<file path="src/hw/rtl/dirty_rect_coalescer_top_assert.svh">
// Assertion macros for the dirty rect coalescer RTL (included by drc_back).
// Expects clk and rst (active high, synchronous) in the including module.
`ifndef DIRTY_RECT_COALESCER_TOP_ASSERT_SVH
`define DIRTY_RECT_COALESCER_TOP_ASSERT_SVH

`define DRC_ASSERT_ALWAYS(label, expr) \
  label: assert property (@(posedge clk) disable iff (rst) (expr)) \
    else $error("drc: invariant violated");

`define DRC_ASSERT_IMPL(label, ante, cons) \
  label: assert property (@(posedge clk) disable iff (rst) (ante) |-> (cons)) \
    else $error("drc: implication violated");

`define DRC_ASSERT_NEXT(label, ante, cons) \
  label: assert property (@(posedge clk) disable iff (rst) (ante) |=> (cons)) \
    else $error("drc: next-cycle check violated");

`endif

</file>
<file path="src/hw/rtl/drc_pkg.sv">
// Package for the dirty rect coalescer: rect/item/config types and codes.
// No dependencies.
package drc_pkg;

  localparam int OUT_LIMIT = 32;

  typedef struct packed {
    logic [13:0] l;
    logic [13:0] t;
    logic [13:0] r;
    logic [13:0] b;
  } rect_t;

  typedef struct packed {
    rect_t       rect;
    logic        store;
    logic        lme;
    logic        last;
    logic        force_req;
    logic        ovf_rec;
    logic [1:0]  reason;
  } item_t;

  typedef struct packed {
    logic [13:0] width;
    logic [13:0] height;
    logic        touch;
    logic [5:0]  max_cnt;
    logic [17:0] thr;
  } back_cfg_t;

  localparam logic [2:0] FB_NONE     = 3'd0;
  localparam logic [2:0] FB_INTENT   = 3'd1;
  localparam logic [2:0] FB_OVERFLOW = 3'd2;
  localparam logic [2:0] FB_REASON   = 3'd3;
  localparam logic [2:0] FB_EMPTY    = 3'd4;
  localparam logic [2:0] FB_COUNT    = 3'd5;
  localparam logic [2:0] FB_COVERAGE = 3'd6;

  localparam logic [1:0] REASON_TOPOLOGY = 2'd1;
  localparam logic [1:0] REASON_RECOVERY = 2'd2;

  localparam logic [2:0] REG_WIDTH     = 3'd0;
  localparam logic [2:0] REG_HEIGHT    = 3'd1;
  localparam logic [2:0] REG_ORIGIN_X  = 3'd2;
  localparam logic [2:0] REG_ORIGIN_Y  = 3'd3;
  localparam logic [2:0] REG_TOUCH     = 3'd4;
  localparam logic [2:0] REG_MAX_COUNT = 3'd5;
  localparam logic [2:0] REG_COV_THR   = 3'd6;

endpackage

</file>
<file path="src/hw/rtl/drc_front.sv">
// Front end: maps an incoming rect to monitor-local space, clips and classifies it.
// Depends on drc_pkg.
module drc_front import drc_pkg::*; #(
  parameter int COORD_BITS = 16
) (
  input  logic signed [COORD_BITS-1:0] rect_left,
  input  logic signed [COORD_BITS-1:0] rect_top,
  input  logic signed [COORD_BITS-1:0] rect_right,
  input  logic signed [COORD_BITS-1:0] rect_bottom,
  input  logic                         has_rect,
  input  logic                         last_rect,
  input  logic                         desktop_coords,
  input  logic                         explicit_target,
  input  logic                         force_request,
  input  logic                         overflow_recovery,
  input  logic [1:0]                   present_reason,
  input  logic [13:0]                  mon_width,
  input  logic [13:0]                  mon_height,
  input  logic signed [15:0]           mon_ox,
  input  logic signed [15:0]           mon_oy,
  input  logic                         push,
  input  logic                         q_full,
  output logic                         q_push,
  output item_t                        q_item
);

  localparam int AW = (COORD_BITS > 16 ? COORD_BITS : 16) + 2;

  logic signed [AW-1:0] l, t, r, b, ox, oy, w, h, oxw, oyh;
  logic signed [AW-1:0] ll, lt, lr, lb;

  assign l   = AW'(rect_left);
  assign t   = AW'(rect_top);
  assign r   = AW'(rect_right);
  assign b   = AW'(rect_bottom);
  assign ox  = AW'(mon_ox);
  assign oy  = AW'(mon_oy);
  assign w   = AW'(mon_width);
  assign h   = AW'(mon_height);
  assign oxw = ox + w;
  assign oyh = oy + h;

  always_comb begin
    if (desktop_coords) begin
      ll = ((l > ox) ? l : ox) - ox;
      lt = ((t > oy) ? t : oy) - oy;
      lr = ((r < oxw) ? r : oxw) - ox;
      lb = ((b < oyh) ? b : oyh) - oy;
    end else begin
      ll = (l > 0) ? l : '0;
      lt = (t > 0) ? t : '0;
      lr = (r < w) ? r : w;
      lb = (b < h) ? b : h;
    end
  end

  assign q_push = push && !q_full;

  always_comb begin
    q_item.rect.l    = ll[13:0];
    q_item.rect.t    = lt[13:0];
    q_item.rect.r    = lr[13:0];
    q_item.rect.b    = lb[13:0];
    q_item.store     = has_rect && (desktop_coords || explicit_target) &&
                       (ll < lr) && (lt < lb);
    q_item.lme       = has_rect && !desktop_coords && !explicit_target;
    q_item.last      = last_rect;
    q_item.force_req = force_request;
    q_item.ovf_rec   = overflow_recovery;
    q_item.reason    = present_reason;
  end

endmodule

</file>
<file path="config.mk">
export PLATFORM = sky130hd
export DESIGN_NAME = drc_front
export DESIGN_NICKNAME = d
export VERILOG_FILES = /design/src/hw/rtl/dirty_rect_coalescer_top_assert.svh /design/src/hw/rtl/drc_pkg.sv /design/src/hw/rtl/drc_front.sv
export SDC_FILE = /design/constraint.sdc
export NUM_CORES = 1
export LEC_CHECK = 0
export ABC_AREA = 1
export BUFFER_PORTS_ARGS = -buffer_cell sky130_fd_sc_hd__buf_2
export CORE_MARGIN = 2
export CORE_UTILIZATION = 56
export DETAILED_ROUTE_END_ITERATION = 16
export PLACE_DENSITY = 0.81
export SYNTH_ARGS = -nofsm -noshare
export SYNTH_HDL_FRONTEND = slang
export SYNTH_SLANG_ARGS = --single-unit
</file>
<file path="constraint.sdc">
create_clock -name vclk -period 19.65
set_input_delay 3.93 -clock vclk [all_inputs]
set_output_delay 3.93 -clock vclk [all_outputs]
set_load 0.02 [all_outputs]
</file>
# --- Yosys cells after proc, flatten, opt, wreduce, memory -nomap -nowiden ---
# Cells that the tools add are included.
totals:
  register_bits: 0
  output_inout_bits: 64
  word_cells: 38
op_classes:
  addsub: 6
  n_lt_le_gt_ge: 10
  mux: 12
  n_reduce_logical: 10
ops:
  columns: ["cell", "count"]
  rows:
  - ["two-way mux 18 bit", 12]
  - ["subtractor 18 x 16 -> 18 bit", 4]
  - ["less-than comparator 18 bit", 2]
  - ["adder 16 x 15 -> 17 bit", 2]
  - ["less-than comparator 16 x 17 -> 1 bit", 2]
  - ["> comparator 16 x 1 -> 1 bit (second input constant)", 2]
  - ["> comparator 16 bit", 2]
  - ["less-than comparator 16 x 15 -> 1 bit", 2]
  - ["logical AND 1 bit", 6]
  - ["logical NOT 1 bit", 3]
  - ["logical OR 1 bit", 1]

# --- Logic depth before layout (Yosys ltp) ---
logic_depth:
  ltp_word: 8
  depth_mapped: 47

# --- Least setup slack after synthesis ---
# Ideal clock, no wire load.
synth_timing:
  kind: "input to output"
  start: "input port mon_height[0]"
  end: "output port q_item[6] (netlist name)"
  arrival_time_ps: 9585
  setup_slack_ps: 6135
  cell_stages: 42
  path_buffers: 2
  path_cell_list: "ha_1 -> inv_1 -> fa_1 -> nand3b_1 -> nand2_1 -> a21oi_2 -> o21ai_0 -> nand2_1 -> a21o_1 -> nand2_1 -> inv_1 -> ha_1 -> nand2_1 -> inv_1 -> o21ai_0 -> a21oi_1 -> nor2_1 -> nand4_2 -> [6 not listed] -> inv_1 -> nand3_1 -> nand2_1 -> inv_1 -> or2_2 -> a32oi_1 -> inv_1 -> ha_1 -> nand2_1 -> inv_1 -> o21ai_0 -> a21oi_1 -> o21ba_2 -> nor2_1 -> nand2_1 -> nand2_1 -> nand3_1 -> nor2_1"
synth_rtl:
  columns: ["element", "line", "rtl"]
  rows:
  - ["start: declaration", "drc_front.sv:18", "input logic [13:0] mon_height,"]
  - ["end: declaration", "drc_front.sv:24", "output item_t q_item"]

==> impl_metrics.json <==
{
  "cp_slowest_stage_delay_ns": 0.57,
  "grt_pass1_vias": 12300,
  "avgSynthCellArea_sq_um": 5.77,
  "drcViolationCount": 0,
  "seq_cells": 0,
  "wire_per_inst_um": 17.9,
  "overflow": 0,
  "post-route-min-period_ns": 14.69,
  "synthesis.nets": 2110,
  "synth_top_area_share_pct": 27.3,
  "antenna_found_initial": 0,
  "vias": 12800,
  "yosys.area_share.xor_xnor_pct": 3.82,
  "drt_pass1_iterations": 6,
  "rows": 49,
  "nets": 2264,
  "synthMuxAreaShare_pct": 0,
  "dp_hpwl_um": 32700,
  "cp_slowest_cell": "nand2_2",
  "cap_violations": 0,
  "fmax_mhz": 68.1,
  "synth-adder-area-share_pct": 28.5,
  "synth_cell_types": 52,
  "wl_met1_um": 14400,
  "register_area_sq_um": 0,
  "end_kind": "output port",
  "wl_um": 38100,
  "netlist.top_cell.by_area": "ha_1",
  "slew_headroom_pct": 42.4,
  "setup_viol": 0,
  "die_width_um": 138,
  "yosys-top-cells-area": "ha_1, nand2_1, a21oi_1",
  "min_path_cells": 0,
  "wl_met2_um": 17900,
  "port_buffers": 188,
  "fillerInstances": 1885,
  "nClkBuffers": 0,
  "drive_above_1_share_pct": 12.6,
  "die_area_sq_mm": 0.0191,
  "hold_class": "in2out",
  "layout_commonest_cell": "nand2_1",
  "wl_met3_um": 2280,
  "worstPathMaxFanout": 29,
  "die_h_um": 138,
  "area_delta_synth_final_pct": 10.3,
  "multiInputGateArea_sq_mm": 0.00896,
  "grt_start_max_net_pins": 69,
  "ctsResizeCount": 0,
  "drt-initial-drc-count": 894,
  "synth_compound_area_share_pct": 24.7,
  "synth_cells": 1750,
  "synth_top_family_by_area": "simple AND/OR/NAND/NOR gates",
  "fin_util_pct": 62.4,
  "place.gp.congestion": 1.03,
  "coreArea_sq_mm": 0.0178,
  "fin_ws_ns": 4.96,
  "syn_area_sq_mm": 0.0101,
  "grt_setup_unrepaired": "no",
  "tightest_slew_ns": 0.861,
  "viasPerCell": 6.00,
  "start_util_pct": 56.6,
  "ios": 198,
  "cts_hold_buf": 0,
  "postCtsSetupBuffers": 0,
  "status": "complete, no violations",
  "crit_type": "in2out",
  "routed.top_layer": "met4",
  "cp-start-kind": "primary input",
  "finalHoldViolCount": 0,
  "yosysWarnings": 0,
  "grt_pass1_wl_um": 60300,
  "layout_common_cells": "nand2_1, inv_1, ha_1",
  "place_ws_ns": 5.12,
  "grt_usage_pct": 38.4,
  "antenna_left": 0,
  "synth-simple-area-share_pct": 31.9,
  "synth_seq_area_share_pct": 0,
  "worst_path_most_repeated_cell": "nand2_1",
  "final.setup.tns_ns": 0,
  "fin_crit_sh_pct": 74.7,
  "report.final.slew_viol_count": 0,
  "crit_arrival_ns": 10.76,
  "required_ns": 15.72
}
## final cells by class
type	count	share of cell area (%)
multi-input cells	1466	80.5
well taps	229	2.57
inverters	246	8.30
repair buffers	190	8.59
diodes	1	0.0225
## synthesized netlist by cell type, types with 15 or more instances
cell        n
clkbuf_1   16
a21oi_1   191
ha_1      220
xor2_1     28
nand2_1   442
a21o_1     15
nand3_1    96
nand4_1    36
xnor2_1    16
inv_1     242
nor2_1    124
o21ai_0   148
## cells by family (layout without fill, tap and decap cells)
family | count (synthesis) | in the layout
and+or+nand+nor | 751 | 751
AOI/OAI and AO/OA | 445 | 445
buffers and inverters | 284 | 436
adders and majority gates | 226 | 226
xor gates and xnor gates | 44 | 44
other | 0 | 1
## routing by layer
layer | GRT usage [%] | up-vias
met5 | 0 | -
met4 | 28.5 | 0
met3 | 1.80 | 191
met2 | 68.3 | 647
met1 | 43.6 | 5705
li1 | - | 6251
## path summary, 6_finish.rpt
check                              from        end  slack, ns
worst min-delay path  present_reason[0]  q_item[0]       7.86
worst max-delay path          mon_oy[1]  q_item[6]       4.96
## through the flow
stage	std cells	hold WS [ns]	area, sq um
floorplan	1750	7.94	10100
global placement	2131	7.86	11100
detailed placement	2131	7.86	11100
CTS	2131	7.86	11100
global route	2131	7.86	11100
finish	2132	7.86	11100
## critical path: cells and delay by family
kind / cells / cell delay [ns]
simple gates: 16 / 2.32
compound gates: 14 / 2.23
fa+ha+maj: 4 / 1.34
buf+inv: 8 / 0.88
