$ cat config.mk
export PLATFORM = sky130hd
export DESIGN_NAME = drc_queue
export DESIGN_NICKNAME = d
export VERILOG_FILES = /design/src/hw/rtl/dirty_rect_coalescer_top_assert.svh /design/src/hw/rtl/drc_pkg.sv /design/src/hw/rtl/drc_queue.sv
export SDC_FILE = /design/constraint.sdc
export NUM_CORES = 1
export LEC_CHECK = 0
export BUFFER_PORTS_ARGS = -buffer_cell sky130_fd_sc_hd__buf_4
export CAP_MARGIN = 15
export CORE_MARGIN = 2
export CORE_UTILIZATION = 51
export DETAILED_ROUTE_END_ITERATION = 10
export GPL_ROUTABILITY_DRIVEN = 0
export PLACE_DENSITY = 0.84
export RECOVER_POWER = 100
export SLEW_MARGIN = 20
export SYNTH_ARGS = -nofsm -noshare
export SYNTH_HDL_FRONTEND = slang
export SYNTH_SLANG_ARGS = --single-unit
$ cat constraint.sdc
create_clock -name clk -period 2.3 [get_ports clk]
set_clock_uncertainty 0.05 [all_clocks]
set_input_delay 0.23 -clock clk [delete_from_list [all_inputs] [get_ports clk]]
set_output_delay 0.23 -clock clk [all_outputs]
set_load 0.02 [all_outputs]
$ cat src/hw/rtl/dirty_rect_coalescer_top_assert.svh
// Assertion macros for the dirty rect coalescer RTL (included by drc_back).
// Expects clk and rst (active high, synchronous) in the including module.
`ifndef DIRTY_RECT_COALESCER_TOP_ASSERT_SVH
`define DIRTY_RECT_COALESCER_TOP_ASSERT_SVH

`define DRC_ASSERT_ALWAYS(label, expr) \
  label: assert property (@(posedge clk) disable iff (rst) (expr)) \
    else $error("drc: invariant violated");

`define DRC_ASSERT_IMPL(label, ante, cons) \
  label: assert property (@(posedge clk) disable iff (rst) (ante) |-> (cons)) \
    else $error("drc: implication violated");

`define DRC_ASSERT_NEXT(label, ante, cons) \
  label: assert property (@(posedge clk) disable iff (rst) (ante) |=> (cons)) \
    else $error("drc: next-cycle check violated");

`endif

$ cat src/hw/rtl/drc_pkg.sv
// Package for the dirty rect coalescer: rect/item/config types and codes.
// No dependencies.
package drc_pkg;

  localparam int OUT_LIMIT = 32;

  typedef struct packed {
    logic [13:0] l;
    logic [13:0] t;
    logic [13:0] r;
    logic [13:0] b;
  } rect_t;

  typedef struct packed {
    rect_t       rect;
    logic        store;
    logic        lme;
    logic        last;
    logic        force_req;
    logic        ovf_rec;
    logic [1:0]  reason;
  } item_t;

  typedef struct packed {
    logic [13:0] width;
    logic [13:0] height;
    logic        touch;
    logic [5:0]  max_cnt;
    logic [17:0] thr;
  } back_cfg_t;

  localparam logic [2:0] FB_NONE     = 3'd0;
  localparam logic [2:0] FB_INTENT   = 3'd1;
  localparam logic [2:0] FB_OVERFLOW = 3'd2;
  localparam logic [2:0] FB_REASON   = 3'd3;
  localparam logic [2:0] FB_EMPTY    = 3'd4;
  localparam logic [2:0] FB_COUNT    = 3'd5;
  localparam logic [2:0] FB_COVERAGE = 3'd6;

  localparam logic [1:0] REASON_TOPOLOGY = 2'd1;
  localparam logic [1:0] REASON_RECOVERY = 2'd2;

  localparam logic [2:0] REG_WIDTH     = 3'd0;
  localparam logic [2:0] REG_HEIGHT    = 3'd1;
  localparam logic [2:0] REG_ORIGIN_X  = 3'd2;
  localparam logic [2:0] REG_ORIGIN_Y  = 3'd3;
  localparam logic [2:0] REG_TOUCH     = 3'd4;
  localparam logic [2:0] REG_MAX_COUNT = 3'd5;
  localparam logic [2:0] REG_COV_THR   = 3'd6;

endpackage

$ cat src/hw/rtl/drc_queue.sv
// Short queue of classified items between front and back end.
// Depends on drc_pkg.
module drc_queue import drc_pkg::*; #(
  parameter int DEPTH = 4
) (
  input  logic  clk,
  input  logic  rst,
  input  logic  push,
  input  item_t din,
  output logic  full,
  input  logic  pop,
  output item_t dout,
  output logic  empty
);

  localparam int PW = (DEPTH > 1) ? $clog2(DEPTH) : 1;
  localparam int CW = $clog2(DEPTH + 1);

  item_t         slots [DEPTH];
  logic [PW-1:0] wr_ptr, rd_ptr;
  logic [CW-1:0] fill;
  logic          do_push, do_pop;

  assign full    = (32'(fill) == DEPTH);
  assign empty   = (fill == '0);
  assign do_push = push && !full;
  assign do_pop  = pop && !empty;
  assign dout    = slots[rd_ptr];

  always_ff @(posedge clk) begin
    if (do_push) begin
      slots[wr_ptr] <= din;
    end
  end

  always_ff @(posedge clk) begin
    if (rst) begin
      wr_ptr <= '0;
      rd_ptr <= '0;
      fill   <= '0;
    end else begin
      if (do_push) begin
        wr_ptr <= (32'(wr_ptr) == DEPTH - 1) ? '0 : wr_ptr + 1'b1;
      end
      if (do_pop) begin
        rd_ptr <= (32'(rd_ptr) == DEPTH - 1) ? '0 : rd_ptr + 1'b1;
      end
      if (do_push && !do_pop) begin
        fill <= fill + 1'b1;
      end else if (do_pop && !do_push) begin
        fill <= fill - 1'b1;
      end
    end
  end

endmodule

# Yosys cells after proc, flatten, opt, wreduce, memory -nomap -nowiden
# Memories as Yosys holds them, arrays and structs flattened. A register that Yosys moved wholly into a read port is not among the register bits.
# Cells that the tools add are included.
[classes]
mux = 8
n_reduce_logical = 10
n_addsub = 4
eq_ne = 3
[op_table]
columns = ["operator", "count"]
rows = [
  ["$mux 2", 4],
  ["$mux 3", 2],
  ["$add 2x1->2 const B", 2],
  ["$eq 2x2->1 const B", 2],
  ["$logic_and 1x1->1", 4],
  ["$logic_not 1->1", 4],
  ["$add 3x1->3 const B", 1],
  ["$eq 3x3->1 const B", 1],
  ["$logic_not 3->1", 1],
  ["$sub 3x1->3 const B", 1],
  ["$mux 1", 2],
  ["$reduce_bool 2->1", 1],
]
[totals]
input_bits = 67
reg_bits = 7
ramBits = 252
mem_count = 1
[memory_table]
columns = ["name", "depth", "word_bits", "rd", "rd_ports_with_merged_regs", "write_ports", "line", "text"]
rows = [
  ["slots", 4, 63, 1, 1, 1, "drc_queue.sv:19", "item_t slots [DEPTH];"],
]

# Logic depth before layout (Yosys ltp)
[depth]
word_depth = 7
ltp_mapped = 10
mapped_depth_nobuf = 9

# Worst setup path before layout
# No wires, ideal clock.
[synth_timing]
path_type = "reg-to-reg"
startpoint = "register fill[0]"
endpoint = "register fill[2]"
t_required_ns = 2.180
arrival_ns = 2.143
period_less_slack_ns = 2.263
path_stages_with_launch = 11
setup_slack_ns = 0.037
path_cell_list = "dfxtp_1 -> or3b_1 -> buf_6 -> clkinv_4 -> nor2_2 -> ha_1 -> inv_1 -> fa_1 -> xor2_1 -> or3_2 -> a21oi_1"
[synth_via]
elab_chain_len = 6
[synth_lines]
columns = ["item", "line", "text"]
rows = [
  ["from (decl)", "drc_queue.sv:21", "logic [CW-1:0] fill;"],
  ["from (signal assigned)", "drc_queue.sv:49", "fill <= fill + 1'b1;"],
  ["from (signal assigned)", "drc_queue.sv:51", "fill <= fill - 1'b1;"],
  ["$eq 3x3->1 (*)", "drc_queue.sv:24", "assign full = (32'(fill) == DEPTH);"],
  ["named net full", "drc_queue.sv:10", "output logic full,"],
  ["$logic_not 1->1 (*)", "drc_queue.sv:26", "assign do_push = push && !full;"],
  ["$logic_and 1x1->1 (*)", "drc_queue.sv:26", ""],
  ["named net do_push", "drc_queue.sv:22", "logic do_push, do_pop;"],
  ["$logic_not 1->1", "drc_queue.sv:50", "end else if (do_pop && !do_push) begin"],
  ["$logic_and 1x1->1", "drc_queue.sv:50", ""],
  ["$reduce_bool 2->1 (no source line)", "n/a", ""],
]
# The timed path passes the listed nets; every way through them passes the cells marked *. The select of a mux whose other input is x is not followed.
# A chain may end at the register's enable or synchronous reset.

# Worst setup path after layout
[layout_timing]
startpoint = "register fill[2]"
endpoint = "register fill[2]"
[layout_via]
elab_chain_len = 6
[layout_lines]
columns = ["item", "line"]
rows = [
  ["$eq 3x3->1 (*)", "drc_queue.sv:24"],
  ["$logic_not 1->1 (*)", "drc_queue.sv:26"],
  ["$logic_and 1x1->1 (*)", "drc_queue.sv:26"],
  ["named net do_push", "drc_queue.sv:22"],
  ["$logic_not 1->1", "drc_queue.sv:50"],
  ["$logic_and 1x1->1", "drc_queue.sv:50"],
  ["$reduce_bool 2->1 (no source line)", "n/a"],
]
# Marks and branches as above.

==> impl_metrics.csv <==
group,metric,value,unit
placed_design,pre_cts_slack,-0.0613,ns
sta,tightest_slew,0.605,ns
power_and_ir_drop,power.switching,0.00358,W
floorplanning,die_x,141,um
global_routing,antenna_found_initial,1,
routing,viasPerCell,5.40,
floorplanning,num_rows,50,
power_and_ir_drop,comb_power_share,26.0,%
cts,cts_sinks,261,
cts,clkTransAtPathRegs,0.06,ns
yosys,yosysWarnings,0,
global_routing,grt_overflow,0,
routing,wl_per_cell,21.1,um
placed_design,hpwlAfterDp,10.4,mm
yosys,ys_seq_elements,261,
global_routing,grt_pass1_vias,5081,
global_routing,grt_max_degree,41,
yosys,synthCells,379,
cts,cts_root_buffer,"clkbuf_16",
routing,first_iter_violations,255,
floorplanning,fp.dieH,141,um
critical_path,crit_chain,"or3b_4 -> clkinv_4 -> nor2_4 -> ha_2 -> inv_1 -> fa_2 -> xor2_1 -> or3_2 -> a21oi_2",
sta,postLayoutSetupSlackWorst,0.0409,ns
routing,final_antenna_net_count,0,
floorplanning,core_region_area,18600,um^2
power_and_ir_drop,leakagePower,4.05,nW
final_layout,nFillCells,1210,
floorplanning,dieArea,19900,um^2
critical_path,critPathMaxFanout,5,
sta,setup_violations,0,
placed_design,io_buffers,131,
floorplanning,io-pin-count,132,
routing,firstDrtPassIters,4,
global_routing,grtUsageTotal,18.2,%
critical_path,crit_arrival,2.64,ns
yosys,syn_area,9570,um^2
critical_path,slowest_delay,0.45,ns
final_layout,diodes,0,
critical_path,worst_ep_required_time,2.68,ns
critical_path,slowest_stage,"or3_2",
yosys,syn_area_per_cell,25.2,um^2
status,status,"complete, no violations",
critical_path,rr_worst_depth,9,
floorplanning,start_util,51.5,%
yosys,ys_seq_area_share,81.0,%
sta,drv_slew,0,
cts,cts_tree,"built",
sta,finalHoldViolations,0,
critical_path,path_delay_family,"simple AND/OR/NAND/NOR gates",
final_layout,drive_gt1_share,32.9,%
power_and_ir_drop,p_seq_share,45.0,%
power_and_ir_drop,p_clk_share,29.0,%
power_and_ir_drop,power_density,1080,nW/um^2
cts,cts_max_level,1,
final_layout,area_growth,28.0,%
sta,fin_hold_ws,0.224,ns
critical_path,path_depth,9,
global_routing,grt_first_pass_wirelength,27.7,mm
power_and_ir_drop,vdd_ir_drop_max,877,uV
min_path,whs_path_depth,5,
cts,numCtsBuffers,25,
routing,dr_total_vias,4648,
cts,insertion_delay,0.50,ns
critical_path,critPathKind,"reg2reg",
critical_path,start_kind,"flip-flop",
critical_path,critPathCaptureType,"flip-flop",
yosys,ys_types,26,
sta,fmax,443,MHz
power_and_ir_drop,total_power,0.0132,W
sta,relSlewSlack,59.7,%
flow_run,drv_cap,0,
routing,wl,18.1,mm
power_and_ir_drop,p_sw_share,27.1,%
power_and_ir_drop,intPower,0.00963,W
sta,period_share,98.2,%
critical_path,critPathBufInv,2,
final_layout,nets,683,
min_path,hold_path.class,"in2reg",
routing,drc_errors,0,
sta,period_needed,2.26,ns
cts,cts.path.max_buffers,3,
yosys,synth_nets,453,
==> final cells by class <==
cell class	count	area (um^2)	share of cell area, %
flip-flops and latches	261	7760	63.4
well taps	234	293	2.39
clock inverters	17	139	1.13
inverters	5	23.8	0.194
multi-input cells	97	1730	14.1
repair buffers	219	1670	13.6
clock buffers	27	633	5.17
==> cell usage in the layout (no fill, tap or decap), types with 2 or more instances in the layout <==
cell | netlist | final
dfxtp_4 | 0 | 3
edfxtp_1 | 252 | 252
a21oi_1 | 3 | 2
nand3_1 | 2 | 2
buf_4 | 7 | 80
dlygate4sd3_1 | 0 | 65
clkinv_1 | 0 | 6
bufinv_16 | 0 | 2
ha_1 | 6 | 5
clkbuf_16 | 0 | 25
mux2i_1 | 2 | 2
nor3_1 | 2 | 2
clkinv_4 | 1 | 2
dfxtp_1 | 9 | 4
xor2_1 | 2 | 2
nor2_1 | 3 | 3
and3_4 | 0 | 3
clkinv_2 | 0 | 5
inv_1 | 4 | 4
dfxtp_2 | 0 | 2
mux4_2 | 63 | 63
buf_12 | 0 | 8
clkinvlp_4 | 0 | 3
clkbuf_1 | 2 | 67
==> Yosys cell counts (all sizes together) <==
master  instances  area [um^2]
o31ai           2         25.0
dfxtp           9          180
buf            14         93.8
nor2            4         17.5
or3b            1         8.76
and3            4         30.0
nand2           1         3.75
mux4           63         1420
nor3            2         10.0
fa              1         20.0
inv             4         15.0
clkbuf          2         7.51
clkinv          1         8.76
mux2i           2         20.0
ha              6         75.1
nand3           2         10.0
or3             2         13.8
xor2            2         17.5
a21oi           3         15.0
edfxtp        252         7570
o21ai           2         10.0
==> registers in the layout, summed over array words and instances, names as in the netlist, named ones only <==
signal	cells
fill	3
rd_ptr	2
slots	252
wr_ptr	2
==> worst register-to-register path: cells and delay by family, from the launching register on <==
kind	cells	cell delay, ns
buffers and inverters	2	0.12
adders and majority gates	2	0.54
DFF	1	0.37
AOI/OAI and AO/OA	1	0.14
xor gates and xnor gates	1	0.18
and+or+nand+nor	3	0.79
==> metal layers <==
metal / up-vias / global-route usage, % / routed length (um)
li1: 2073 / - / -
met1: 2409 / 24.1 / 7450
met2: 131 / 32.2 / 9550
met3: 33 / 3.13 / 783
met4: 2 / 4.21 / 334
met5: - / 0 / 13
==> power groups by stage <==
stage | clock, W | sequential, W | combinational [W]
floorplan | 0 | 0.00594 | 0.00207
global placement | 0 | 0.00603 | 0.00325
detailed placement | 0 | 0.00607 | 0.00331
CTS | 0.00391 | 0.00594 | 0.00349
global route | 0.00409 | 0.00599 | 0.00364
finish | 0.00383 | 0.00595 | 0.00343
==> stage by stage <==
step                instances  TNS (ns)  cell area (um^2)  util [%]
floorplan                 379         0              9570         -
global placement          746         0             11000      59.2
detailed placement        746   -0.0613             11000      59.2
CTS                       858   -0.0144             12500      67.1
global route              860   -0.0403             12200      65.9
finish                    860         0             12200      65.9
==> cell families after synthesis <==
kind of cell / synth area share, %
simple gates: 0.981
fa+ha+maj: 0.994
xor+xnor: 0.183
buf+inv: 1.31
compound gates: 0.523
flops: 81.0
mux: 15.0
==> repair_timing <==
action / in CTS / in global routing
pin swaps: 0 / 1
buffers inserted: 3 / 2
cloned: 0 / 0
hold endpoints to repair: 261 / 0
endpoints found under the setup margin: 52 / 1
gates resized for setup: 2 / 8
hold buffers: 65 / 0
==> final timing paths <==
| path | startpoint | end | slack [ns] |
|---|---|---|---|
| hold reg to reg | rd_ptr[0] | flip-flop | 0.45 |
| setup / recovery | fill[2] | fill[2] | 0.04 |
| setup reg to reg | fill[2] | fill[2] | 0.04 |
| hold / removal | pop | flip-flop | 0.22 |
Power figures use the tool's default switching activity.
